$ cat src/hw/rtl/deba_pkg.sv
// shared types, codes and defaults for the double-ended bump allocator
package deba_pkg;

  localparam int NUM_HEAPS_DEF  = 4;
  localparam int ADDR_WIDTH_DEF = 32;

  localparam logic [11:0] ALIGN_16  = 12'h010;
  localparam logic [11:0] ALIGN_64  = 12'h040;
  localparam logic [11:0] ALIGN_256 = 12'h100;

  typedef enum logic [1:0] {
    REQ_INIT  = 2'd0,
    REQ_ALLOC = 2'd1,
    REQ_QUERY = 2'd2,
    REQ_NONE  = 2'd3
  } req_t;

  typedef enum logic [1:0] {
    ST_OK   = 2'd0,
    ST_FULL = 2'd1,
    ST_ZERO = 2'd2
  } status_t;

  typedef enum logic {
    S_IDLE = 1'b0,
    S_EXEC = 1'b1
  } state_t;

  typedef struct packed {
    logic [31:0] address;
    logic [31:0] used_bytes;
    status_t     status;
  } res_t;

endpackage

$ cat src/hw/rtl/deba_ram.sv
// generic single-port-write, single-port-read ram with registered read
module deba_ram #(
  parameter int WIDTH = 32,
  parameter int DEPTH = 4
) (
  input  logic                                   clk,
  input  logic                                   we,
  input  logic [(DEPTH > 1 ? $clog2(DEPTH) : 1)-1:0] waddr,
  input  logic [WIDTH-1:0]                       wdata,
  input  logic                                   re,
  input  logic [(DEPTH > 1 ? $clog2(DEPTH) : 1)-1:0] raddr,
  output logic [WIDTH-1:0]                       rdata
);

  logic [WIDTH-1:0] mem_r [DEPTH];
  logic [WIDTH-1:0] rdata_r;

  always_ff @(posedge clk) begin
    if (we) begin
      mem_r[waddr] <= wdata;
    end
    if (re) begin
      rdata_r <= mem_r[raddr];
    end
  end

  assign rdata = rdata_r;

endmodule

$ cat src/hw/rtl/deba_core.sv
// per-request arithmetic: init, bottom/top allocation and query on one heap entry
module deba_core #(
  parameter int ADDR_WIDTH = deba_pkg::ADDR_WIDTH_DEF
) (
  input  deba_pkg::req_t         req,
  input  logic                   from_top,
  input  logic [11:0]            alignment,
  input  logic [30:0]            size_bytes,
  input  logic [ADDR_WIDTH-1:0]  base_address,
  input  logic [ADDR_WIDTH-1:0]  cur_base,
  input  logic [ADDR_WIDTH-1:0]  cur_bottom,
  input  logic [ADDR_WIDTH-1:0]  cur_top,
  output logic                   wr_en,
  output logic [ADDR_WIDTH-1:0]  new_base,
  output logic [ADDR_WIDTH-1:0]  new_bottom,
  output logic [ADDR_WIDTH-1:0]  new_top,
  output deba_pkg::res_t         res
);
  import deba_pkg::*;

  localparam int SUM_W = (ADDR_WIDTH > 31 ? ADDR_WIDTH : 31) + 1;
  localparam int AW1   = ADDR_WIDTH + 1;

  logic [SUM_W-1:0]      addr_max;
  logic [SUM_W-1:0]      size_w;
  logic [SUM_W-1:0]      init_end;
  logic [11:0]           step12;
  logic [AW1-1:0]        step_w;
  logic [AW1-1:0]        bot_start;
  logic [SUM_W-1:0]      bot_end;
  logic [11:0]           top_align;
  logic [ADDR_WIDTH-1:0] top_mask;
  logic [SUM_W-1:0]      top_diff;
  logic [ADDR_WIDTH-1:0] top_start;
  logic                  size_zero;

  always_comb begin
    addr_max  = SUM_W'({ADDR_WIDTH{1'b1}});
    size_w    = SUM_W'(size_bytes);
    size_zero = (size_bytes == 31'd0);

    // init end saturates at the top of the address space
    init_end = SUM_W'(base_address) + size_w;
    if (init_end > addr_max) begin
      init_end = addr_max;
    end

    // bottom end: round the cursor up to the chosen step
    if (alignment == ALIGN_64) begin
      step12 = ALIGN_64;
    end else if (alignment == ALIGN_256) begin
      step12 = ALIGN_256;
    end else begin
      step12 = ALIGN_16;
    end
    step_w    = AW1'(step12);
    bot_start = (AW1'(cur_bottom) + step_w - AW1'(1)) & ~(step_w - AW1'(1));
    bot_end   = SUM_W'(bot_start[ADDR_WIDTH-1:0]) + size_w;

    // top end: subtract and mask with the negated code
    top_align = (alignment == 12'd0) ? ALIGN_16 : alignment;
    top_mask  = ADDR_WIDTH'(0) - ADDR_WIDTH'(top_align);
    top_diff  = SUM_W'(cur_top) - size_w;
    top_start = top_diff[ADDR_WIDTH-1:0] & top_mask;

    wr_en          = 1'b0;
    new_base       = cur_base;
    new_bottom     = cur_bottom;
    new_top        = cur_top;
    res.address    = 32'd0;
    res.used_bytes = 32'd0;
    res.status     = ST_OK;

    case (req)
      REQ_INIT: begin
        wr_en       = 1'b1;
        new_base    = base_address;
        new_bottom  = base_address;
        new_top     = init_end[ADDR_WIDTH-1:0];
        res.address = 32'(base_address);
      end
      REQ_QUERY: begin
        res.used_bytes = 32'(cur_bottom - cur_base);
      end
      REQ_ALLOC: begin
        if (!from_top) begin
          if (bot_start[ADDR_WIDTH]) begin
            res.status = ST_FULL;
          end else if (size_zero) begin
            res.address = 32'(bot_start[ADDR_WIDTH-1:0]);
            res.status  = ST_ZERO;
          end else if (bot_end > SUM_W'(cur_top)) begin
            res.status = ST_FULL;
          end else begin
            wr_en       = 1'b1;
            new_bottom  = bot_end[ADDR_WIDTH-1:0];
            res.address = 32'(bot_start[ADDR_WIDTH-1:0]);
          end
        end else begin
          if (size_w > SUM_W'(cur_top)) begin
            res.status = ST_FULL;
          end else if (size_zero) begin
            res.address = 32'(top_start);
            res.status  = ST_ZERO;
          end else if (cur_bottom >= top_start) begin
            res.status = ST_FULL;
          end else begin
            wr_en       = 1'b1;
            new_top     = top_start;
            res.address = 32'(top_start);
          end
        end
      end
      default: begin
        wr_en = 1'b0;
      end
    endcase
  end

endmodule

$ cat src/hw/rtl/double_ended_bump_allocator_unit.sv
// top level of the double-ended bump allocator: handshake, heap table ram and sequencing
//
// usage
// - input channel in_*: one transaction is a request (init heap, allocate
//   from bottom or top, or query bottom bytes used) against one heap
// - output channel out_*: exactly one result transaction per request, in
//   request order
// - cfg_wr_en/cfg_wr_data write the default heap, used when in_heap_given
//   is low; write only while the block is idle
// - the heap table read of a request is launched at the accepting edge; the
//   exec state then computes, writes back and loads the output register,
//   once the result slot is free or draining
// - the read-modify-write of the heap table ram allows one request in
//   flight: in_ready is high only while no request is in flight
// - the result sits in an output register, so a new request is taken while
//   an earlier result still waits; if the receiver stalls with a finished
//   request behind it, the block holds that request until the slot frees
// - reset (rst_n low, synchronous) clears the default heap, the per-heap
//   valid bits (so every heap reads as base=bottom=top=0) and the output
//   valid; no clearing pass is needed
module double_ended_bump_allocator_unit #(
  parameter int NUM_HEAPS  = deba_pkg::NUM_HEAPS_DEF,
  parameter int ADDR_WIDTH = deba_pkg::ADDR_WIDTH_DEF
) (
  input  logic        clk,
  input  logic        rst_n,

  input  logic        cfg_wr_en,
  input  logic [1:0]  cfg_wr_data,

  input  logic        in_valid,
  output logic        in_ready,
  input  logic [1:0]  in_req_type,
  input  logic        in_heap_given,
  input  logic [1:0]  in_heap_id,
  input  logic        in_from_top,
  input  logic [11:0] in_alignment,
  input  logic [30:0] in_size_bytes,
  input  logic [31:0] in_base_address,

  output logic        out_valid,
  input  logic        out_ready,
  output logic [31:0] out_address,
  output logic [31:0] out_used_bytes,
  output logic [1:0]  out_status
);
  import deba_pkg::*;

  localparam int HIDX_W  = (NUM_HEAPS > 1) ? $clog2(NUM_HEAPS) : 1;
  localparam int ENTRY_W = 3 * ADDR_WIDTH;

  // control state
  state_t              state_r, state_nxt;
  logic [1:0]          default_heap_r;
  logic [NUM_HEAPS-1:0] valid_r;
  logic                rd_valid_r;
  logic                out_valid_r, out_valid_nxt;

  // captured request payload
  req_t                  req_r;
  logic                  from_top_r;
  logic [11:0]           align_r;
  logic [30:0]           size_r;
  logic [ADDR_WIDTH-1:0] base_r;
  logic [HIDX_W-1:0]     hidx_r;

  // output register
  res_t                  res_r;

  logic                  in_fire;
  logic                  finish;
  logic [1:0]            hsel;
  logic [1:0]            hred;
  logic [HIDX_W-1:0]     hidx;

  logic [ENTRY_W-1:0]    rd_entry;
  logic [ENTRY_W-1:0]    wr_entry;
  logic [ADDR_WIDTH-1:0] cur_base, cur_bottom, cur_top;
  logic [ADDR_WIDTH-1:0] new_base, new_bottom, new_top;
  logic                  core_wr;
  logic                  mem_we;
  res_t                  core_res;

  assign in_ready = (state_r == S_IDLE);
  assign in_fire  = in_valid && in_ready;

  // heap index: named heap or default, folded into the table size
  always_comb begin
    hsel = in_heap_given ? in_heap_id : default_heap_r;
    hred = hsel;
    for (int i = 0; i < 4; i++) begin
      if (int'(hred) >= NUM_HEAPS) begin
        hred = hred - 2'(NUM_HEAPS);
      end
    end
    hidx = HIDX_W'(hred);
  end

  // heap table: {base, bottom, top} per heap
  deba_ram #(
    .WIDTH (ENTRY_W),
    .DEPTH (NUM_HEAPS)
  ) u_heap_ram (
    .clk   (clk),
    .we    (mem_we),
    .waddr (hidx_r),
    .wdata (wr_entry),
    .re    (in_fire),
    .raddr (hidx),
    .rdata (rd_entry)
  );

  // a heap never written reads as all zero
  assign cur_base   = rd_valid_r ? rd_entry[3*ADDR_WIDTH-1:2*ADDR_WIDTH] : '0;
  assign cur_bottom = rd_valid_r ? rd_entry[2*ADDR_WIDTH-1:ADDR_WIDTH]   : '0;
  assign cur_top    = rd_valid_r ? rd_entry[ADDR_WIDTH-1:0]              : '0;

  deba_core #(
    .ADDR_WIDTH (ADDR_WIDTH)
  ) u_core (
    .req          (req_r),
    .from_top     (from_top_r),
    .alignment    (align_r),
    .size_bytes   (size_r),
    .base_address (base_r),
    .cur_base     (cur_base),
    .cur_bottom   (cur_bottom),
    .cur_top      (cur_top),
    .wr_en        (core_wr),
    .new_base     (new_base),
    .new_bottom   (new_bottom),
    .new_top      (new_top),
    .res          (core_res)
  );

  assign wr_entry = {new_base, new_bottom, new_top};

  // next state and outputs
  always_comb begin
    state_nxt     = state_r;
    finish        = 1'b0;
    out_valid_nxt = out_valid_r;
    if (out_valid_r && out_ready) begin
      out_valid_nxt = 1'b0;
    end
    case (state_r)
      S_IDLE: begin
        if (in_fire) begin
          state_nxt = S_EXEC;
        end
      end
      S_EXEC: begin
        // result slot must be free or draining this cycle
        if (!out_valid_r || out_ready) begin
          finish        = 1'b1;
          out_valid_nxt = 1'b1;
          state_nxt     = S_IDLE;
        end
      end
      default: begin
        state_nxt = S_IDLE;
      end
    endcase
  end

  assign mem_we = finish && core_wr;

  always_ff @(posedge clk) begin
    if (!rst_n) begin
      state_r        <= S_IDLE;
      default_heap_r <= 2'd0;
      valid_r        <= '0;
      rd_valid_r     <= 1'b0;
      out_valid_r    <= 1'b0;
    end else begin
      state_r     <= state_nxt;
      out_valid_r <= out_valid_nxt;
      if (cfg_wr_en) begin
        default_heap_r <= cfg_wr_data;
      end
      if (mem_we) begin
        valid_r[hidx_r] <= 1'b1;
      end
      if (in_fire) begin
        rd_valid_r <= valid_r[hidx];
      end
    end
  end

  // payload registers
  always_ff @(posedge clk) begin
    if (in_fire) begin
      req_r      <= req_t'(in_req_type);
      from_top_r <= in_from_top;
      align_r    <= in_alignment;
      size_r     <= in_size_bytes;
      base_r     <= in_base_address[ADDR_WIDTH-1:0];
      hidx_r     <= hidx;
    end
    if (finish) begin
      res_r <= core_res;
    end
  end

  assign out_valid      = out_valid_r;
  assign out_address    = res_r.address;
  assign out_used_bytes = res_r.used_bytes;
  assign out_status     = res_r.status;

endmodule

$ cat config.mk
export PLATFORM = sky130hd
export DESIGN_NAME = double_ended_bump_allocator_unit
export DESIGN_NICKNAME = d
export VERILOG_FILES = /design/src/hw/rtl/deba_pkg.sv /design/src/hw/rtl/deba_ram.sv /design/src/hw/rtl/deba_core.sv /design/src/hw/rtl/double_ended_bump_allocator_unit.sv
export SDC_FILE = /design/constraint.sdc
export NUM_CORES = 1
export LEC_CHECK = 0
export BUFFER_PORTS_ARGS = -buffer_cell sky130_fd_sc_hd__buf_2
export CAP_MARGIN = 30
export CORE_MARGIN = 2
export CORE_UTILIZATION = 30
export DETAILED_ROUTE_END_ITERATION = 16
export PLACE_DENSITY = 0.41
export SLEW_MARGIN = 40
export SYNTH_ARGS = -nofsm -noshare
export SYNTH_HDL_FRONTEND = slang
export SYNTH_SLANG_ARGS = --single-unit
export TNS_END_PERCENT = 100
$ cat constraint.sdc
create_clock -name clk -period 21.5 [get_ports clk]
set_clock_uncertainty 0.1 [all_clocks]
set_input_delay 0 -clock clk [delete_from_list [all_inputs] [get_ports clk]]
set_output_delay 0 -clock clk [all_outputs]
set_load 0.005 [all_outputs]
==> flow_summary.json, run 1 <==
{
  "syn_to_final_growth_pct": 19.7,
  "cp-end-kind": "flip-flop",
  "hold_path_class": "input port to flip-flop",
  "rows": 125,
  "routed_via_density": 5.27,
  "crit_type": "flip-flop to flip-flop",
  "drc": 0,
  "p_int_uw": 2530,
  "gr-total-overflow": 0,
  "crit_path_start_kind": "flip-flop",
  "rsz0062_at_grt": "false",
  "crit_start": "align_r[0]$_DFFE_PP_",
  "tightest_slew_ns": 0.885,
  "firstDrtPassIters": 6,
  "ys_seq_elements": 635,
  "cts.repair.resized": 0,
  "syn_inst": 3301,
  "synth_cell_types": 80,
  "insertion_delay_ns": 0.68,
  "swShare_pct": 31.8,
  "synth.area.top_cells": "edfxtp_1 54%, ha_1 7.9%, nand2_1 7.1%, a31oi_1 2.4%, a21oi_1 2.3%",
  "synthArstFlopShare_pct": 0,
  "numCtsBuffers": 79,
  "leakagePower_uw": 0.0167,
  "crit_family": "compound AO/OA/AOI/OAI gates",
  "num-nets-final": 3935,
  "grt_max_degree": 143,
  "htreeDepth": 3,
  "synthTopCellsByCount": "663 x nand2_1, 626 x edfxtp_1, 221 x ha_1",
  "cp_data_arrival_time_ns": 11.93,
  "io_buffers": 155,
  "synth_top_area_share_pct": 53.8,
  "ys_seq_area_share_pct": 54.3,
  "start_util_pct": 30.2,
  "powerDensity_nw_per_um2": 88.6,
  "yosys_warnings": 0,
  "cts.sinks": 635,
  "post-route-util_pct": 36.1,
  "post-cts-setup-buffer-count": 0,
  "status": "complete, but fails checks",
  "avgRoutedWirePerCell_um": 24.2,
  "slew_viol_final": 0,
  "cts_buffer_depth": 3,
  "pwr-share-clk_pct": 34.3,
  "max_stage_delay_ns": 0.64,
  "grt_pass1_vias": 26397,
  "finalHoldViolations": 2,
  "wl_mm": 126,
  "cp.required_ns": 21.68,
  "finalSetupTns_ns": 0,
  "antenna_found_initial": 3,
  "syn_nets": 3614,
  "ant_nets": 0,
  "die_y_um": 345,
  "fin_hold_ws_ns": -0.00503,
  "synthFlopType": "edfxtp_1",
  "p_switching_uw": 1180,
  "p_comb_share_pct": 26.0,
  "clockRootBuffer": "clkbuf_16",
  "cpMostUsedCell": "ha_1",
  "crit_path_top_delay_cell": "buf_6",
  "vias": 27415,
  "synth_edf_count": 626,
  "peakVddDrop_uv": 58.8,
  "hold_start": "in_heap_given",
  "slew_headroom_pct": 40.9,
  "hpwlAfterDp_mm": 87.5,
  "fp.coreArea_um2": 116000,
  "pwr-share-seq_pct": 39.7,
  "min_period_ns": 11.75,
  "clk_pin_slew_worst_paths_ns": 0.06,
  "fmax_mhz": 85.1,
  "setup_viol": 0,
  "cts_hold_buf": 168,
  "synth_area_leader_cell": "edfxtp_1",
  "critPathBufInv": 5,
  "worstReg2RegStart": "align_r[0]$_DFFE_PP_",
  "die_w_um": 345,
  "drive_gt1_share_pct": 9.75,
  "grt_pass1_wl_mm": 181,
  "finalWeightedCongestion": 0.901,
  "synth_area_per_cell_um2": 10.6,
  "maxCapViolations": 0,
  "min_period_over_period_pct": 54.7,
  "synth.most_common_cell": "nand2_1",
  "cts_tree": "yes",
  "track_usage_pct": 20.6,
  "detail_route.iter0.violations": 2238,
  "syn-cell-area_um2": 35000,
  "die_area_um2": 119000,
  "io_pins": 156,
  "violations": "hold timing",
  "cp_max_fo": 57
}
==> sequential cells by signal, summed over array words and instances, names as in the netlist <==
signal            cells
base_r               32
default_heap_r        2
state_r               1
from_top_r            1
valid_r               4
align_r              12
out_status            2
u_heap_ram.mem_r    384
req_r                 2
out_valid             1
u_heap_ram.rdata     96
out_address          32
out_used_bytes       32
hidx_r                2
rd_valid_r            1
size_r               31
==> worst reg2reg max path, delay by kind of cell (launching register included) <==
kind	cells	cell delay, ns
compound gates	16	4.12
xor+xnor	2	0.45
fa+ha+maj	5	1.45
buf+inv	5	1.51
flops	1	0.43
simple gates	11	3.17
==> worst paths after layout <==
check / end / slack (ns) / cells after the start
hold / removal: u_heap_ram.rdata[33]$_DFFE_PP_ / -0.005 / 5
setup / recovery: u_heap_ram.mem_r[0][87]$_DFFE_PP_ / 9.75 / 39
setup reg to reg: u_heap_ram.mem_r[0][87]$_DFFE_PP_ / 9.75 / 39
hold reg to reg: valid_r[0]$_SDFFE_PN0P_ / 0.36 / 2
==> power groups by stage <==
stage | sequential, uW | clock, uW | combinational [uW]
detailed placement | 1500 | 0 | 934
global placement | 1500 | 0 | 934
floorplan | 1490 | 0 | 638
CTS | 1470 | 1310 | 963
finish | 1470 | 1270 | 965
global route | 1480 | 1350 | 1070
==> kinds of logic (layout without fill, tap and decap cells) <==
kind of cell    Yosys count  in the layout  share of synthesized area, %
compound gates          776            776                          14.5
xor+xnor                125            125                          3.13
fa+ha+maj               225            225                          8.14
buf+inv                 302            682                          3.32
flops                   635            635                          54.3
mux                      27             27                         0.773
other cells               0              1                             0
simple gates           1211           1211                          15.9
==> final cells by class <==
cell class | count | area (um2)
sequential | 635 | 19000
clock inverter | 45 | 384
inverter | 164 | 626
fill | 11486 | 74000
timing repair buffer | 378 | 2990
multi-input combinational | 2364 | 14900
clock buffer | 95 | 2060
tap | 1524 | 1910
antenna | 1 | 2.50
==> metal layers <==
metal | GRT usage, % | vias up | part of all wire (%) | wire length [um]
met3 | 3.16 | 170 | 5.5 | 6890
met5 | 0 | - | 0.010 | 13
met1 | 29.9 | 13558 | 48 | 60500
met4 | 6.95 | 2 | 3.1 | 3890
met2 | 31.3 | 788 | 43 | 54900
li1 | - | 12897 | - | -
==> stage by stage <==
stage / area, um2 / setup WS [ns] / power, uW / hold slack (ns) / std cells
global placement: 37600 / 9.59 / 2430 / 0.0778 / 4886
detailed placement: 37700 / 9.79 / 2430 / 0.0781 / 4892
global route: 41900 / 8.96 / 3890 / 0.0209 / 5205
CTS: 41800 / 9.69 / 3740 / 0.0890 / 5200
finish: 41900 / 9.75 / 3710 / -0.00503 / 5206
floorplan: 35000 / 2.75 / 2120 / -0.00113 / 3301
==> placed cells by master, fill, tap and decap left out, drive strengths merged, types with 17 or more instances in the layout <==
| master | instances |
|---|---|
| or3 | 21 |
| nor2 | 130 |
| o211ai | 24 |
| a221o | 27 |
| dlygate4sd3 | 169 |
| nor4 | 17 |
| nand2 | 663 |
| inv | 166 |
| edfxtp | 626 |
| xor2 | 53 |
| clkbuf | 96 |
| clkinv | 34 |
| xnor2 | 72 |
| o21bai | 17 |
| a21o | 67 |
| nand2b | 27 |
| a22oi | 25 |
| and3 | 121 |
| o21ai | 160 |
| buf | 208 |
| nand4 | 19 |
| a21oi | 164 |
| nor3 | 49 |
| nand3 | 66 |
| and2 | 20 |
| ha | 221 |
| a31oi | 134 |
| o21a | 19 |
| mux2i | 27 |
| nor2b | 28 |
No activity file was read; power rests on OpenSTA's default activity.
==> inputs of run 2 (changes only) <==
==> constraint.sdc (replaced) <==
create_clock -name clk -period 11.05 [get_ports clk]
set_clock_uncertainty 0.1 [all_clocks]
set_input_delay 0 -clock clk [delete_from_list [all_inputs] [get_ports clk]]
set_output_delay 0 -clock clk [all_outputs]
set_load 0.005 [all_outputs]
==> flow_summary.json, run 2 (synthesis gave the netlist of run 1 again) <==
{
  "cts_tree": "yes",
  "use_met1_pct": 29.8,
  "detail_route.iter0.violations": 2338,
  "cp-end-kind": "flip-flop",
  "insertion_delay_ns": 0.65,
  "fp.coreArea_um2": 116000,
  "tightest_slew_ns": 0.792,
  "vias": 26954,
  "grt-busiest-layer": "met2",
  "fmax_mhz": 100,
  "critPathBufInv": 5,
  "hold_path_class": "input port to flip-flop",
  "peakVddDrop_uv": 113,
  "slew_headroom_pct": 46.6,
  "crit_type": "flip-flop to flip-flop",
  "io_buffers": 155,
  "slew_viol_final": 0,
  "setup_viol": 0,
  "avgRoutedWirePerCell_um": 23.9,
  "track_usage_pct": 20.4,
  "fillerInstances": 11499,
  "cp_max_fo": 56,
  "top_register": "u_heap_ram.mem_r",
  "finalHoldViolations": 0,
  "powerDensity_nw_per_um2": 174,
  "antenna_found_initial": 2,
  "maxCapViolations": 0,
  "drive_gt1_share_pct": 10.2,
  "hold_start": "in_heap_id[1]",
  "antenna_cells": 0,
  "gr-total-overflow": 0,
  "clk_pin_slew_worst_paths_ns": 0.06,
  "cp_data_arrival_time_ns": 10.14,
  "die_w_um": 345,
  "start_util_pct": 30.2,
  "die_y_um": 345,
  "rows": 125,
  "worstReg2RegStart": "align_r[0]$_DFFE_PP_",
  "status": "completed",
  "post-route-util_pct": 36.3,
  "crit_family": "compound AO/OA/AOI/OAI gates",
  "met2_usage_pct": 30.9,
  "grt_max_degree": 120,
  "min_period_over_period_pct": 90.2,
  "power_uw": 7320,
  "htreeDepth": 3,
  "clockRootBuffer": "clkbuf_16",
  "finalSetupTns_ns": 0,
  "grt_pass1_wl_mm": 180,
  "max_stage_delay_ns": 0.55,
  "firstDrtPassIters": 5,
  "ant_nets": 0,
  "hpwlAfterDp_mm": 88.1,
  "cts.sinks": 635,
  "cts_buffer_depth": 3,
  "rsz0062_at_grt": "false",
  "routed_via_density": 5.19,
  "multiInputGateArea_um2": 15000,
  "numCtsBuffers": 75,
  "layout_common_cells": "663 x nand2_1, 626 x edfxtp_1, 220 x ha_1, 168 x dlygate4sd3_1",
  "largest_register_ffs": 384,
  "finalWeightedCongestion": 0.906,
  "crit_start": "align_r[0]$_DFFE_PP_",
  "min_period_ns": 9.97,
  "crit_path_start_kind": "flip-flop",
  "grt_pass1_vias": 26044,
  "syn_to_final_growth_pct": 20.3,
  "io_pins": 156,
  "mostFrequentLayoutCell": "nand2_1",
  "cp.required_ns": 11.22,
  "post-cts-setup-buffer-count": 0,
  "drc": 0,
  "leakagePower_uw": 0.0168,
  "regArea_um2": 19000,
  "wl_mm": 124,
  "grt_use_met3_pct": 2.52,
  "num-nets-final": 3928,
  "die_area_um2": 119000,
  "crit_path_top_delay_cell": "o31ai_1"
}
[run 2: worst reg2reg max path, delay by kind of cell (launching register included)]
kind / cells / cell delay [ns]
AO/OA/AOI/OAI: 16 / 3.67
AND/OR/NAND/NOR: 12 / 2.93
adder cells (fa/ha/maj): 5 / 1.23
buffers and inverters: 5 / 0.63
flip-flops: 1 / 0.43
XOR/XNOR: 2 / 0.41
[run 2: per-layer routing]
metal  part of all wire, %  vias to the layer above  wire (um)
met1                    49                    13219      60600
met4                   3.4                        0       4260
met5                     0                        -          0
li1                      -                    12892          -
met2                    43                      686      54000
met3                   4.5                      157       5580
[run 2: report_power, final]
group          total, uW  leakage (uW)  switching, uW  internal (uW)
clock               2540       0.00123           1010           1530
sequential          2870       0.00590           72.2           2790
combinational       1910       0.00967           1190            718
[run 2: final timing paths]
check / end / slack, ns / cells after the start
hold reg to reg: valid_r[1]$_SDFFE_PN0P_ / 0.36 / 2
setup reg to reg: u_heap_ram.mem_r[2][84]$_DFFE_PP_ / 1.08 / 40
hold / removal: u_heap_ram.rdata[0]$_DFFE_PP_ / 0.01 / 4
setup / recovery: u_heap_ram.mem_r[2][84]$_DFFE_PP_ / 1.08 / 40
[run 2: final cells by class]
type | instances | share of cell area [%]
clock buffers | 95 | 4.86
clock inverters | 41 | 1.13
inverters | 164 | 1.48
multi-input cells | 2364 | 35.7
flip-flops and latches | 635 | 45.1
well taps | 1524 | 4.53
repair buffers | 375 | 7.16
[run 2: per-stage QoR]
step | setup WS [ns] | cell area (um2) | instances | hold slack [ns]
6_report | 1.08 | 42100 | 5198 | 0.0141
3_3_place_gp | 1.17 | 37800 | 4886 | 0.0776
5_1_grt | 0.463 | 42100 | 5198 | 0.0483
2_1_floorplan | 0.00895 | 35100 | 3301 | -0.00113
3_5_place_dp | 1.11 | 37800 | 4889 | 0.0781
4_1_cts | 1.04 | 42000 | 5193 | 0.0107
[run 2: what timing repair did]
| action | CTS | global route |
|---|---|---|
| endpoints found under the hold margin | 162 | 0 |
| gates resized for setup | 0 | 0 |
| hold buffers | 168 | 0 |
